==> src/design/grid_neighbor_expander_assert.svh <==
// Assertion macros shared by the grid neighbor expander modules.
`ifndef GRID_NEIGHBOR_EXPANDER_ASSERT_SVH
`define GRID_NEIGHBOR_EXPANDER_ASSERT_SVH

// Same-cycle implication, checked out of reset.
`define GNE_ASSERT_IMPL(label, ante, cons, msg) \
    label: assert property (@(posedge i_clk) disable iff (!i_rst_n) \
        (ante) |-> (cons)) else $error(msg);

// Next-cycle implication, checked out of reset.
`define GNE_ASSERT_NEXT(label, ante, cons, msg) \
    label: assert property (@(posedge i_clk) disable iff (!i_rst_n) \
        (ante) |=> (cons)) else $error(msg);

`endif

==> src/design/gne_pkg.sv <==
// Types, constants and sizes shared by the grid neighbor expander.
`timescale 1ns / 1ps

package gne_pkg;

    localparam int MAX_CELLS = 65536;
    localparam int MAX_SIDE  = 256;

    localparam int CELL_W    = $clog2(MAX_CELLS);
    localparam int COL_W     = $clog2(MAX_SIDE);
    localparam int SIDE_W    = COL_W + 1;
    localparam int ROW_W     = CELL_W;

    localparam int SCALE_W   = 16;
    localparam int COST_W    = 17;
    localparam int DIR_W     = 3;
    localparam int DIR_CNT_W = DIR_W + 1;
    localparam int IDX_W     = 2;
    localparam int CFG_DW    = 16;

    localparam int DIV_STEPS = CELL_W;
    localparam int DIV_CNT_W = $clog2(DIV_STEPS);
    localparam logic [DIV_CNT_W-1:0] DIV_LAST = DIV_CNT_W'(DIV_STEPS - 1);

    localparam logic [DIR_CNT_W-1:0] DIRS_FOUR  = DIR_CNT_W'(4);
    localparam logic [DIR_CNT_W-1:0] DIRS_EIGHT = DIR_CNT_W'(8);

    localparam int X7_W        = SCALE_W + 3;
    localparam int DIAG_SHIFT  = 22;
    localparam int DIAG_PROD_W = 2 * X7_W + 1;
    localparam logic [DIAG_PROD_W-1:0] DIAG_MUL =
        DIAG_PROD_W'((64'd1 << DIAG_SHIFT) / 5 + 1);

    localparam logic [SIDE_W-1:0] SIDE_MAX = SIDE_W'(MAX_SIDE);
    localparam logic [SIDE_W-1:0] SIDE_ONE = SIDE_W'(1);

    localparam logic [IDX_W-1:0] REG_GRID_ROWS       = 2'd0;
    localparam logic [IDX_W-1:0] REG_GRID_COLS       = 2'd1;
    localparam logic [IDX_W-1:0] REG_EIGHT_NEIGHBORS = 2'd2;
    localparam logic [IDX_W-1:0] REG_COST_SCALE      = 2'd3;

    localparam logic REQ_LOAD   = 1'b0;
    localparam logic REQ_EXPAND = 1'b1;

    typedef enum logic [1:0] {
        STEP_ZERO,
        STEP_NEG,
        STEP_POS
    } t_step;

    localparam t_step STEP_ROW [8] = '{STEP_ZERO, STEP_ZERO, STEP_NEG, STEP_POS,
                                       STEP_NEG, STEP_NEG, STEP_POS, STEP_POS};
    localparam t_step STEP_COL [8] = '{STEP_NEG, STEP_POS, STEP_ZERO, STEP_ZERO,
                                       STEP_NEG, STEP_POS, STEP_NEG, STEP_POS};

    typedef enum logic [1:0] {
        S_IDLE,
        S_DIV,
        S_SCAN,
        S_FINISH
    } t_state;

    typedef struct packed {
        logic              req_type;
        logic [CELL_W-1:0] cell_req;
        logic              occupied;
    } t_req;

    typedef struct packed {
        logic [CELL_W-1:0] neighbor;
        logic [COST_W-1:0] step_cost;
        logic [DIR_W-1:0]  direction;
        logic              found;
        logic              last;
    } t_res;

    typedef struct packed {
        logic [SIDE_W-1:0]  rows_eff;
        logic [SIDE_W-1:0]  cols_eff;
        logic               eight;
        logic [SCALE_W-1:0] scale;
    } t_cfg;

    typedef struct packed {
        logic load;
        logic capture;
        logic div_step;
        logic issue;
        logic finish;
    } t_dp_cmd;

    typedef struct packed {
        logic dirs_done;
        logic probe_pending;
    } t_dp_st;

endpackage

==> src/design/gne_ctrl.sv <==
// Controller state machine: occupancy loads, division steps, neighbor scan and final result.
`timescale 1ns / 1ps

module gne_ctrl (
    input  logic            i_clk,
    input  logic            i_rst_n,
    input  logic            i_start,
    input  logic            i_req_type,
    input  gne_pkg::t_dp_st i_st,
    output gne_pkg::t_dp_cmd o_cmd,
    output logic            o_busy
);

    gne_pkg::t_state r_state, n_state;
    logic [gne_pkg::DIV_CNT_W-1:0] r_div_cnt, n_div_cnt;

    always_ff @(posedge i_clk) begin
        if (!i_rst_n) begin
            r_state   <= gne_pkg::S_IDLE;
            r_div_cnt <= '0;
        end else begin
            r_state   <= n_state;
            r_div_cnt <= n_div_cnt;
        end
    end

    always_comb begin
        n_state   = r_state;
        n_div_cnt = r_div_cnt;
        o_cmd     = '0;
        o_busy    = 1'b1;
        unique case (r_state)
            gne_pkg::S_IDLE: begin
                o_busy = 1'b0;
                if (i_start) begin
                    if (i_req_type == gne_pkg::REQ_EXPAND) begin
                        o_cmd.capture = 1'b1;
                        n_div_cnt     = '0;
                        n_state       = gne_pkg::S_DIV;
                    end else begin
                        o_cmd.load = 1'b1;
                    end
                end
            end
            gne_pkg::S_DIV: begin
                o_cmd.div_step = 1'b1;
                n_div_cnt      = r_div_cnt + 1'b1;
                if (r_div_cnt == gne_pkg::DIV_LAST) begin
                    n_state = gne_pkg::S_SCAN;
                end
            end
            gne_pkg::S_SCAN: begin
                o_cmd.issue = !i_st.dirs_done;
                if (i_st.dirs_done && !i_st.probe_pending) begin
                    n_state = gne_pkg::S_FINISH;
                end
            end
            gne_pkg::S_FINISH: begin
                o_cmd.finish = 1'b1;
                n_state      = gne_pkg::S_IDLE;
            end
            default: begin
                n_state = gne_pkg::S_IDLE;
            end
        endcase
    end

`include "grid_neighbor_expander_assert.svh"

    `GNE_ASSERT_NEXT(a_expand_goes_busy, i_start && !o_busy && i_req_type, o_busy, "expand not taken")
    `GNE_ASSERT_NEXT(a_finish_to_idle, r_state == gne_pkg::S_FINISH, !o_busy, "finish did not release")
    `GNE_ASSERT_IMPL(a_scan_not_finish, o_cmd.issue, !o_cmd.finish && !o_cmd.div_step, "command overlap")

endmodule

==> config.mk <==
export PLATFORM = sky130hd
export DESIGN_NAME = gne_ctrl
export DESIGN_NICKNAME = d
export VERILOG_FILES = /design/src/design/gne_pkg.sv /design/src/design/gne_ctrl.sv
export VERILOG_INCLUDE_DIRS = /design/src /design/src/design
export SDC_FILE = /design/constraint.sdc
export NUM_CORES = 1
export LEC_CHECK = 0
export ABC_CLOCK_PERIOD_IN_PS = 4550
export BUFFER_PORTS_ARGS = -buffer_cell sky130_fd_sc_hd__buf_4
export CORE_MARGIN = 2
export CORE_UTILIZATION = 28
export DETAILED_ROUTE_END_ITERATION = 10
export GPL_TIMING_DRIVEN = 0
export HOLD_SLACK_MARGIN = 0.06
export PLACE_DENSITY = 0.46
export SETUP_SLACK_MARGIN = 0.02
export SYNTH_ARGS = -nofsm -noshare
export SYNTH_HDL_FRONTEND = slang
export SYNTH_SLANG_ARGS = --single-unit
==> constraint.sdc <==
create_clock -name i_clk -period 4.55 [get_ports i_clk]
set_clock_uncertainty 0.05 [all_clocks]
set_input_delay 0.2275 -clock i_clk [delete_from_list [all_inputs] [get_ports i_clk]]
set_output_delay 0.2275 -clock i_clk [all_outputs]
set_load 0.1 [all_outputs]
==> impl_metrics.json, run 1 <==
{
  "status": "complete, no violations",
  "fin_tns_setup_ns": 0,
  "holdPathStages": 2,
  "cts_setup_buffers": 0,
  "synth_area_per_cell_um2": 8.50,
  "num_vias": 367,
  "antenna_cells": 0,
  "hold_viol_final": 0,
  "p_int_w": 0.000158,
  "maxCapViolations": 0,
  "crit_path_end_kind": "output pin",
  "crit_start": "r_state[0]$_SDFFE_PN0P_",
  "cts_tree": "done",
  "grt-ovfl-total": 0,
  "cts_inserted_buffers": 3,
  "cp.depth": 5,
  "grt_pass1_vias": 332,
  "drv_slew": 0,
  "clockBufferDepth": 2,
  "final_cell_mix": "buf_4 (12), nand3_1 (8), inv_1 (6), dfxtp_1 (6)",
  "arrival_ns": 1.53,
  "layout-drive-gt1-share_pct": 29.0,
  "cp_max_fo": 7,
  "routed_via_density": 4.77,
  "yosys-top-cells-area": "dfxtp_1 (29%), ha_1 (15%), nand3_1 (9.8%), inv_1 (5.5%), nand2_1 (4.6%)",
  "period_share_pct": 39.7,
  "synth_seq_cells": 6,
  "layout_commonest_cell": "buf_4",
  "worstSetupEndpoint": "o_cmd[3]",
  "max_stage_delay_ns": 0.34,
  "critPathKind": "reg2out",
  "drc": 0,
  "clock_latency_ns": 0.24,
  "cts.sinks": 6,
  "p_leak_nw": 0.256,
  "drt_iter0_drc": 19,
  "gp_congestion": 0.731,
  "p_per_area_nw_per_um2": 641,
  "rr_startpoint": "r_state[0]$_SDFFE_PN0P_",
  "ys_seq_area_share_pct": 29.4,
  "start_util_pct": 30.6,
  "nets": 75,
  "required_ns": 4.27,
  "grt_pass1_wl_um": 1340,
  "fillCellCount": 143,
  "synth_area_um2": 408,
  "area_delta_synth_final_pct": 30.4,
  "rsz0062_at_grt": "no",
  "worst_pin_slew_ns": 0.437,
  "wire_per_inst_um": 10.9,
  "critPathBufInv": 3,
  "yosysWarningCount": 0,
  "drt-pass1-iter-count": 4,
  "routed_wl_um": 838,
  "fp-row-count": 13,
  "cts_resized": 0,
  "synthCells": 48,
  "yosysTopAreaCellShare_pct": 29.4,
  "ir_worst_vdd_mv": 0.223,
  "antenna_found_initial": 0,
  "die_h_um": 42.2,
  "pin_count": 12,
  "critPathLaunchType": "register",
  "min_period_ns": 1.81,
  "io_buffers": 11,
  "yosys.area.top_type": "dfxtp_1",
  "hold_buffers": 0,
  "syn_nets": 59,
  "pwr-share-seq_pct": 20.8,
  "grt_usage_pct": 10.3,
  "yosysUniqueCellTypes": 20,
  "design.core.area_um2": 1330,
  "hp-class": "in2reg",
  "slew_headroom_pct": 70.8,
  "setup_violations": 0,
  "cpMostUsedCell": "inv_1",
  "root_buffer": "clkbuf_4",
  "fmaxAchievable_mhz": 554,
  "r2r_end": "r_div_cnt[3]$_SDFFE_PN0P_",
  "path_delay_family": "buffers and inverters",
  "ff2ff_path_depth": 5,
  "htree_levels": 1,
  "p_clk_share_pct": 13.7,
  "p_switching_w": 0.000182,
  "swShare_pct": 53.5,
  "comb_power_share_pct": 65.5,
  "dieArea_um2": 1780,
  "hpwl_um": 623,
  "fin_util_pct": 39.9,
  "drtAntennaViolNets": 0,
  "crit_path_cell_trace": "inv_1, ha_1, nand3_1, inv_1, buf_4",
  "grt_start_max_net_pins": 10,
  "critPathSlowestCell": "dfxtp_1",
  "clk_pin_slew_ns": 0.04,
  "die_width_um": 42.2,
  "r2r_setup_slack_ns": 2.88
}
[synth_stat cells]
library cell / number
a222oi_1: 1
nand2b_2: 1
o211a_1: 1
ha_1: 5
a21bo_4: 1
a21oi_1: 2
nand3b_1: 1
nand2_1: 5
nor2b_1: 1
nand3_1: 8
inv_1: 6
buf_4: 1
nand2b_1: 2
mux2i_1: 1
a211o_2: 1
nor2_1: 1
a311oi_1: 1
a31oi_1: 2
or4b_1: 1
dfxtp_1: 6
[worst min-delay path by stage]
stage / slack, ns / to / start
finish: 0.19 / r_state[0]$_SDFFE_PN0P_ / i_rst_n
global route: 0.19 / r_state[0]$_SDFFE_PN0P_ / i_rst_n
CTS: 0.19 / r_state[0]$_SDFFE_PN0P_ / i_rst_n
detailed placement: 0.44 / r_state[0]$_SDFFE_PN0P_ / i_rst_n
global placement: 0.44 / r_div_cnt[1]$_SDFFE_PN0P_ / r_div_cnt[1]$_SDFFE_PN0P_
floorplan: 0.31 / r_state[0]$_SDFFE_PN0P_ / i_rst_n
[flip-flops by register name, indices dropped and copies added (netlist names)]
signal     count
r_state        2
r_div_cnt      4
[power by group through the flow]
stage	clock network (W)	registers [W]	logic, W
final	0.0000468	0.0000708	0.000223
after global routing	0.0000547	0.0000727	0.000237
after CTS	0.0000502	0.0000707	0.000225
after detailed placement	0	0.0000717	0.000224
after global placement	0	0.0000713	0.000225
after floorplan	0	0.0000691	0.000188
[kinds of logic (layout without fill, tap and decap cells)]
group | after synthesis | in the layout | share of synthesized area (%)
buf+inv | 7 | 21 | 7.36
flops | 6 | 6 | 29.4
simple gates | 20 | 20 | 26.4
mux | 1 | 1 | 2.45
fa+ha+maj | 5 | 5 | 15.3
compound gates | 9 | 9 | 19.0
[metrics by stage]
step	setup slack (ns)	hold slack (ns)	std cells	instance area, um2	total power, W
2_1_floorplan	2.29	0.311	48	408	0.000257
3_3_place_gp	2.89	0.437	74	509	0.000296
3_5_place_dp	2.89	0.436	74	509	0.000296
4_1_cts	2.71	0.185	77	532	0.000346
5_1_grt	2.62	0.186	77	532	0.000365
6_report	2.74	0.194	77	532	0.000341
[layer usage]
metal  up-vias  track usage (%)  routed length (um)
li1        199                -                   -
met1       155             12.1                 417
met2        11             13.5                 342
met3         2             4.74                  63
met4         0             9.38                  14
met5         -                0                   0
[area by class of cell]
type	count	area [um2]	share of cell area, %
Sequential cell	6	120	22.6
Timing Repair Buffer	11	82.6	15.5
Multi-Input combinational cell	35	258	48.5
Clock buffer	3	22.5	4.24
Tap cell	15	18.8	3.53
Inverter	6	22.5	4.24
Buffer	1	7.51	1.41
Power figures use the tool's default switching activity.
==> run 2, diff against run 1 <==
Settings changed: ABC_CLOCK_PERIOD_IN_PS 4550 to 1560, PLACE_DENSITY 0.46 to 0.47.
Clock period 4.55 ns to 1.56 ns, I/O delays scaled along.
==> run 2 against run 1 <==
Sequential share of layout area shrank 1.6 points; die area did not move; combinational power rose to 3.4 times the previous value; cell area up 16%; via count rose by 6.8%; wire length is 5.5% lower; highest routed layer is now met3; non-clock buffer count is 2 higher; worst hold slack better by 0.0079 ns; sequential cell count unchanged; critical path type is now reg2reg.
==> impl_metrics.json, run 2 (synthesis gave the netlist of run 1 again) <==
{
  "wire_per_inst_um": 10.0,
  "layout-drive-gt1-share_pct": 46.9,
  "ir_worst_vdd_mv": 0.739,
  "clockBufferDepth": 2,
  "slew_headroom_pct": 81.7,
  "rsz0062_at_grt": "no",
  "final_cell_mix": "buf_4 (11), nand3_1 (7), nand2_1 (5), inv_1 (4)",
  "critPathKind": "reg2reg",
  "fp-row-count": 13,
  "r2r_end": "r_state[1]$_SDFFE_PN0P_",
  "arrival_ns": 1.58,
  "grt-ovfl-total": 0,
  "ff2ff_path_depth": 5,
  "antenna_cells": 0,
  "r2r_setup_slack_ns": 0.09,
  "grt_start_max_net_pins": 10,
  "status": "complete, no violations",
  "period_share_pct": 94.4,
  "required_ns": 1.67,
  "path_delay_family": "flip-flops",
  "pin_count": 12,
  "area_delta_synth_final_pct": 50.6,
  "largest_reg_flops": 4,
  "crit_path_end_kind": "register",
  "worst_slack_ns": 0.0880,
  "fin_cells": 79,
  "drv_slew": 0,
  "drc": 0,
  "max_stage_delay_ns": 0.35,
  "clock_latency_ns": 0.24,
  "hp-class": "in2reg",
  "io_buffers": 11,
  "final_area_um2": 614,
  "layout_commonest_cell": "buf_4",
  "critPathLaunchType": "register",
  "clk_pin_slew_ns": 0.05,
  "routed_wl_um": 792,
  "holdPathStages": 4,
  "setup_violations": 0,
  "routed_via_density": 4.96,
  "p_per_area_nw_per_um2": 1810,
  "grt_pass1_wl_um": 1310,
  "cts.sinks": 6,
  "die_width_um": 42.2,
  "critPathBufInv": 1,
  "num_vias": 392,
  "postPlaceCellArea_um2": 537,
  "start_util_pct": 30.6,
  "hold_end": "r_div_cnt[0]$_SDFFE_PN0P_",
  "p_leak_nw": 0.272,
  "drt_iter0_drc": 10,
  "drt-pass1-iter-count": 4,
  "worst_pin_slew_ns": 0.274,
  "grt_pass1_vias": 326,
  "largest_register": "r_div_cnt",
  "antenna_found_initial": 0,
  "grt_usage_pct": 9.71,
  "dpl.cell_count": 74,
  "top_regs": "r_div_cnt x4, r_state x2",
  "min_period_ns": 1.47,
  "critPathSlowestCell": "dfxtp_1",
  "die_h_um": 42.2,
  "hold_path_startpoint": "i_start",
  "cp_max_fo": 3,
  "htree_levels": 1,
  "root_buffer": "clkbuf_4",
  "hpwl_um": 635,
  "cts_inserted_buffers": 3,
  "maxCapViolations": 0,
  "gp_congestion": 0.693,
  "dp_slack_ns": -0.162,
  "rr_startpoint": "r_div_cnt[1]$_SDFFE_PN0P_",
  "crit_path_cell_trace": "ha_2, nand3_1, a222oi_1, buf_4, mux2i_1",
  "fmaxAchievable_mhz": 679,
  "drtAntennaViolNets": 0,
  "dieArea_um2": 1780,
  "cts_tree": "done",
  "hold_viol_final": 0,
  "nets": 77,
  "design.core.area_um2": 1330
}
run 2: report_power, final:
part,total [W],switching (W),leakage (nW),internal (W)
clock,0.000140,0.0000527,0.0138,0.0000868
combinational,0.000750,0.000484,0.208,0.000265
sequential,0.000226,0.0000347,0.0506,0.000191
total,0.00111,0.000572,0.272,0.000543
run 2: cell type report:
| type | count | area [um2] |
|---|---|---|
| Buffer | 1 | 11.3 |
| Inverter | 6 | 25.0 |
| Clock buffer | 3 | 22.5 |
| Multi-Input combinational cell | 35 | 300 |
| Fill cell | 146 | 719 |
| Sequential cell | 6 | 129 |
| Tap cell | 15 | 18.8 |
| Timing Repair Buffer | 13 | 108 |
run 2: how the worst max path moves through the flow:
stage	startpoint	endpoint	cells past startpoint
after floorplan	r_state[0]$_SDFFE_PN0P_	r_div_cnt[3]$_SDFFE_PN0P_	5
after global placement	r_state[0]$_SDFFE_PN0P_	r_div_cnt[3]$_SDFFE_PN0P_	5
after detailed placement	r_state[0]$_SDFFE_PN0P_	r_div_cnt[3]$_SDFFE_PN0P_	5
after CTS	r_state[1]$_SDFFE_PN0P_	r_state[1]$_SDFFE_PN0P_	5
after global routing	r_div_cnt[1]$_SDFFE_PN0P_	r_state[1]$_SDFFE_PN0P_	5
final	r_div_cnt[1]$_SDFFE_PN0P_	r_state[1]$_SDFFE_PN0P_	5
run 2: timing repair:
item / CTS / global route
resized for setup: 7 / 5
setup buffers: 0 / 1
endpoints found under the hold margin: 1 / 0
setup endpoints to repair: 5 / 5
hold buffers: 1 / 0
pin swaps: 0 / 2
run 2: worst register-to-register path, cell delays in order (launching register included):
cell	delay [ns]
dfxtp_1	0.35
ha_2	0.20
nand3_1	0.11
a222oi_1	0.35
buf_4	0.18
mux2i_1	0.16
run 2: layer usage:
metal  track usage (%)  part of all wire, %  vias to the layer above
met4              1.88                    0                        0
met1              12.4                   47                      181
met3              6.47                  6.6                        0
met5                 0                    0                        -
met2              13.5                   46                        9
li1                  -                    -                      202
run 2: stage by stage:
step | util, % | hold slack (ns) | TNS [ns] | power (W)
detailed placement | 40.2 | 0.287 | -0.240 | 0.000903
global placement | 40.2 | 0.293 | -0.234 | 0.000906
CTS | 44.8 | 0.196 | 0 | 0.00110
floorplan | - | 0.161 | -0.163 | 0.000795
global route | 46.1 | 0.233 | 0 | 0.00119
finish | 46.1 | 0.202 | 0 | 0.00111
==> run 3, diff against run 2 <==
Settings changed: ABC_AREA from default to 1.
==> run 3 against run 2 <==
Final cell count grew 16%; largest cell class unchanged; clock-buffer cell count is the same; worst hold slack gained 0.042 ns; setup slack gained 0.022 ns.
==> impl_metrics.json, run 3 <==
{
  "status": "complete, no violations",
  "num_vias": 415,
  "ys_seq_area_share_pct": 29.8,
  "wire_per_inst_um": 9.85,
  "rsz0062_at_grt": "no",
  "drt-pass1-iter-count": 4,
  "synth_area_per_cell_um2": 6.50,
  "nets": 90,
  "r2r_end": "r_div_cnt[2]$_SDFFE_PN0P_",
  "synth_area_um2": 403,
  "yosysTopAreaCellShare_pct": 29.8,
  "die_width_um": 41.9,
  "cts.sinks": 6,
  "async_reset_ff_share_pct": 0,
  "arrival_ns": 1.32,
  "clk_pin_slew_ns": 0.05,
  "max_stage_delay_ns": 0.34,
  "final_cell_mix": "nand2_1 (14), buf_4 (11), inv_1 (10), nor2_1 (6), dfxtp_1 (6)",
  "synthCells": 62,
  "hold_path_startpoint": "i_st[1]",
  "grt_usage_pct": 11.3,
  "root_buffer": "clkbuf_4",
  "maxCapViolations": 0,
  "layout_commonest_cell": "nand2_1",
  "grt-ovfl-total": 0,
  "cts_tree": "done",
  "hold_viol_final": 0,
  "synth_seq_cells": 6,
  "critPathBufInv": 2,
  "critPathSlowestCell": "dfxtp_1",
  "die_h_um": 41.9,
  "rr_startpoint": "r_state[0]$_SDFFE_PN0P_",
  "largest_register": "r_div_cnt",
  "required_ns": 1.43,
  "dieArea_um2": 1760,
  "routed_via_density": 4.51,
  "whs_ns": 0.243,
  "io_buffers": 11,
  "fp-row-count": 13,
  "synth_edf_count": 0,
  "pin_count": 12,
  "min_period_ns": 1.45,
  "syn_nets": 73,
  "setup_violations": 0,
  "cp_max_fo": 3,
  "synth_flop_cell": "dfxtp_1",
  "area_delta_synth_final_pct": 43.5,
  "ff2ff_path_depth": 6,
  "postPlaceCellArea_um2": 546,
  "cts_inserted_buffers": 3,
  "drt_iter0_drc": 3,
  "clockBufferDepth": 2,
  "gp_congestion": 0.719,
  "start_util_pct": 30.6,
  "drtAntennaViolNets": 0,
  "grt_start_max_net_pins": 10,
  "path_delay_family": "buffers and inverters",
  "antenna_cells": 0,
  "hp-class": "in2reg",
  "largest_reg_flops": 4,
  "critPathLaunchType": "register",
  "period_share_pct": 93.0,
  "routed_wl_um": 906,
  "antenna_found_initial": 0,
  "yosysUniqueCellTypes": 14,
  "drv_slew": 0,
  "synth.most_common_cell": "nand2_1",
  "final_area_um2": 578,
  "r2r_setup_slack_ns": 0.29,
  "cts_resized": 0,
  "grt_pass1_wl_um": 1460,
  "holdPathStages": 6,
  "synth_common_cells": "nand2_1 (14), inv_1 (12), nor2_1 (8), dfxtp_1 (6), ha_1 (5)",
  "cts_setup_buffers": 0,
  "hpwl_um": 715,
  "htree_levels": 1,
  "fmaxAchievable_mhz": 689,
  "crit_path_end_kind": "output pin",
  "yosys-top-cells-area": "dfxtp_1 (30%), ha_1 (16%), nand2_1 (13%), inv_1 (11%), nor2_1 (7.5%)",
  "hold_end": "r_state[1]$_SDFFE_PN0P_",
  "design.core.area_um2": 1320,
  "layout-drive-gt1-share_pct": 32.5,
  "crit_path_cell_trace": "inv_2, ha_4, nand2_1, nor2_4, buf_4",
  "worst_pin_slew_ns": 0.278,
  "critPathKind": "reg2out",
  "clock_latency_ns": 0.25,
  "yosysWarningCount": 0,
  "top_regs": "r_div_cnt x4, r_state x2",
  "grt_pass1_vias": 351,
  "yosys.area.top_type": "dfxtp_1",
  "slew_headroom_pct": 81.6,
  "drc": 0
}
[run 3: routing by layer]
| metal | up-vias | share of wire [%] | GRT usage [%] | routed length (um) |
|---|---|---|---|---|
| li1 | 225 | - | - | - |
| met1 | 178 | 51 | 14.4 | 461 |
| met2 | 10 | 45 | 15.6 | 412 |
| met3 | 2 | 2.9 | 2.61 | 26 |
| met4 | 0 | 0.66 | 9.68 | 6 |
| met5 | - | 0 | 0 | 0 |
[run 3: cell type report]
| cell class | instances | area (um2) |
|---|---|---|
| Tap cell | 15 | 18.8 |
| Sequential cell | 6 | 120 |
| Multi-Input combinational cell | 43 | 268 |
| Clock buffer | 3 | 22.5 |
| Fill cell | 131 | 739 |
| Inverter | 13 | 56.3 |
| Timing Repair Buffer | 12 | 92.6 |
[run 3: per-stage QoR]
| step | utilization, % | TNS (ns) | setup slack [ns] | std cells |
|---|---|---|---|---|
| 2_1_floorplan | - | -0.115 | -0.0525 | 62 |
| 3_3_place_gp | 41.4 | 0 | 0.290 | 88 |
| 3_5_place_dp | 41.4 | 0 | 0.275 | 88 |
| 4_1_cts | 43.9 | 0 | 0.0884 | 92 |
| 5_1_grt | 43.9 | 0 | 0.0383 | 92 |
| 6_report | 43.9 | 0 | 0.110 | 92 |
[run 3: repair_timing]
item                       in CTS  in global routing
hold buffers                    1                  0
hold endpoints to repair        3                  0
setup endpoints to repair       0                  0
[run 3: worst max-delay path by stage]
stage                             from  slack (ns)  depth (start not counted)                         to
4_1_cts        r_state[0]$_SDFFE_PN0P_        0.09                          5                   o_cmd[4]
2_1_floorplan  r_state[1]$_SDFFE_PN0P_       -0.05                          7  r_div_cnt[2]$_SDFFE_PN0P_
5_1_grt        r_state[0]$_SDFFE_PN0P_        0.04                          5                   o_cmd[4]
3_3_place_gp   r_state[0]$_SDFFE_PN0P_        0.29                          6  r_div_cnt[0]$_SDFFE_PN0P_
6_report       r_state[0]$_SDFFE_PN0P_        0.11                          5                   o_cmd[4]
3_5_place_dp   r_state[0]$_SDFFE_PN0P_        0.28                          6  r_div_cnt[0]$_SDFFE_PN0P_
[run 3: kinds of logic (layout without fill, tap and decap cells)]
kind of cell / count (synthesis) / count (layout) / synth area share [%]
buf+inv: 13 / 28 / 12.1
simple gates: 32 / 32 / 34.8
flops: 6 / 6 / 29.8
fa+ha+maj: 5 / 5 / 15.5
compound gates: 6 / 6 / 7.76
[run 3: tightest hold or removal path, delay by kind of cell]
kind                   cells  cell delay, ns
buffers and inverters      1            0.09
AND/OR/NAND/NOR            5            0.33
Power of run 3 is not shown: default switching activity piles up to over one toggle a cycle in this logic, so the estimate is an artifact.
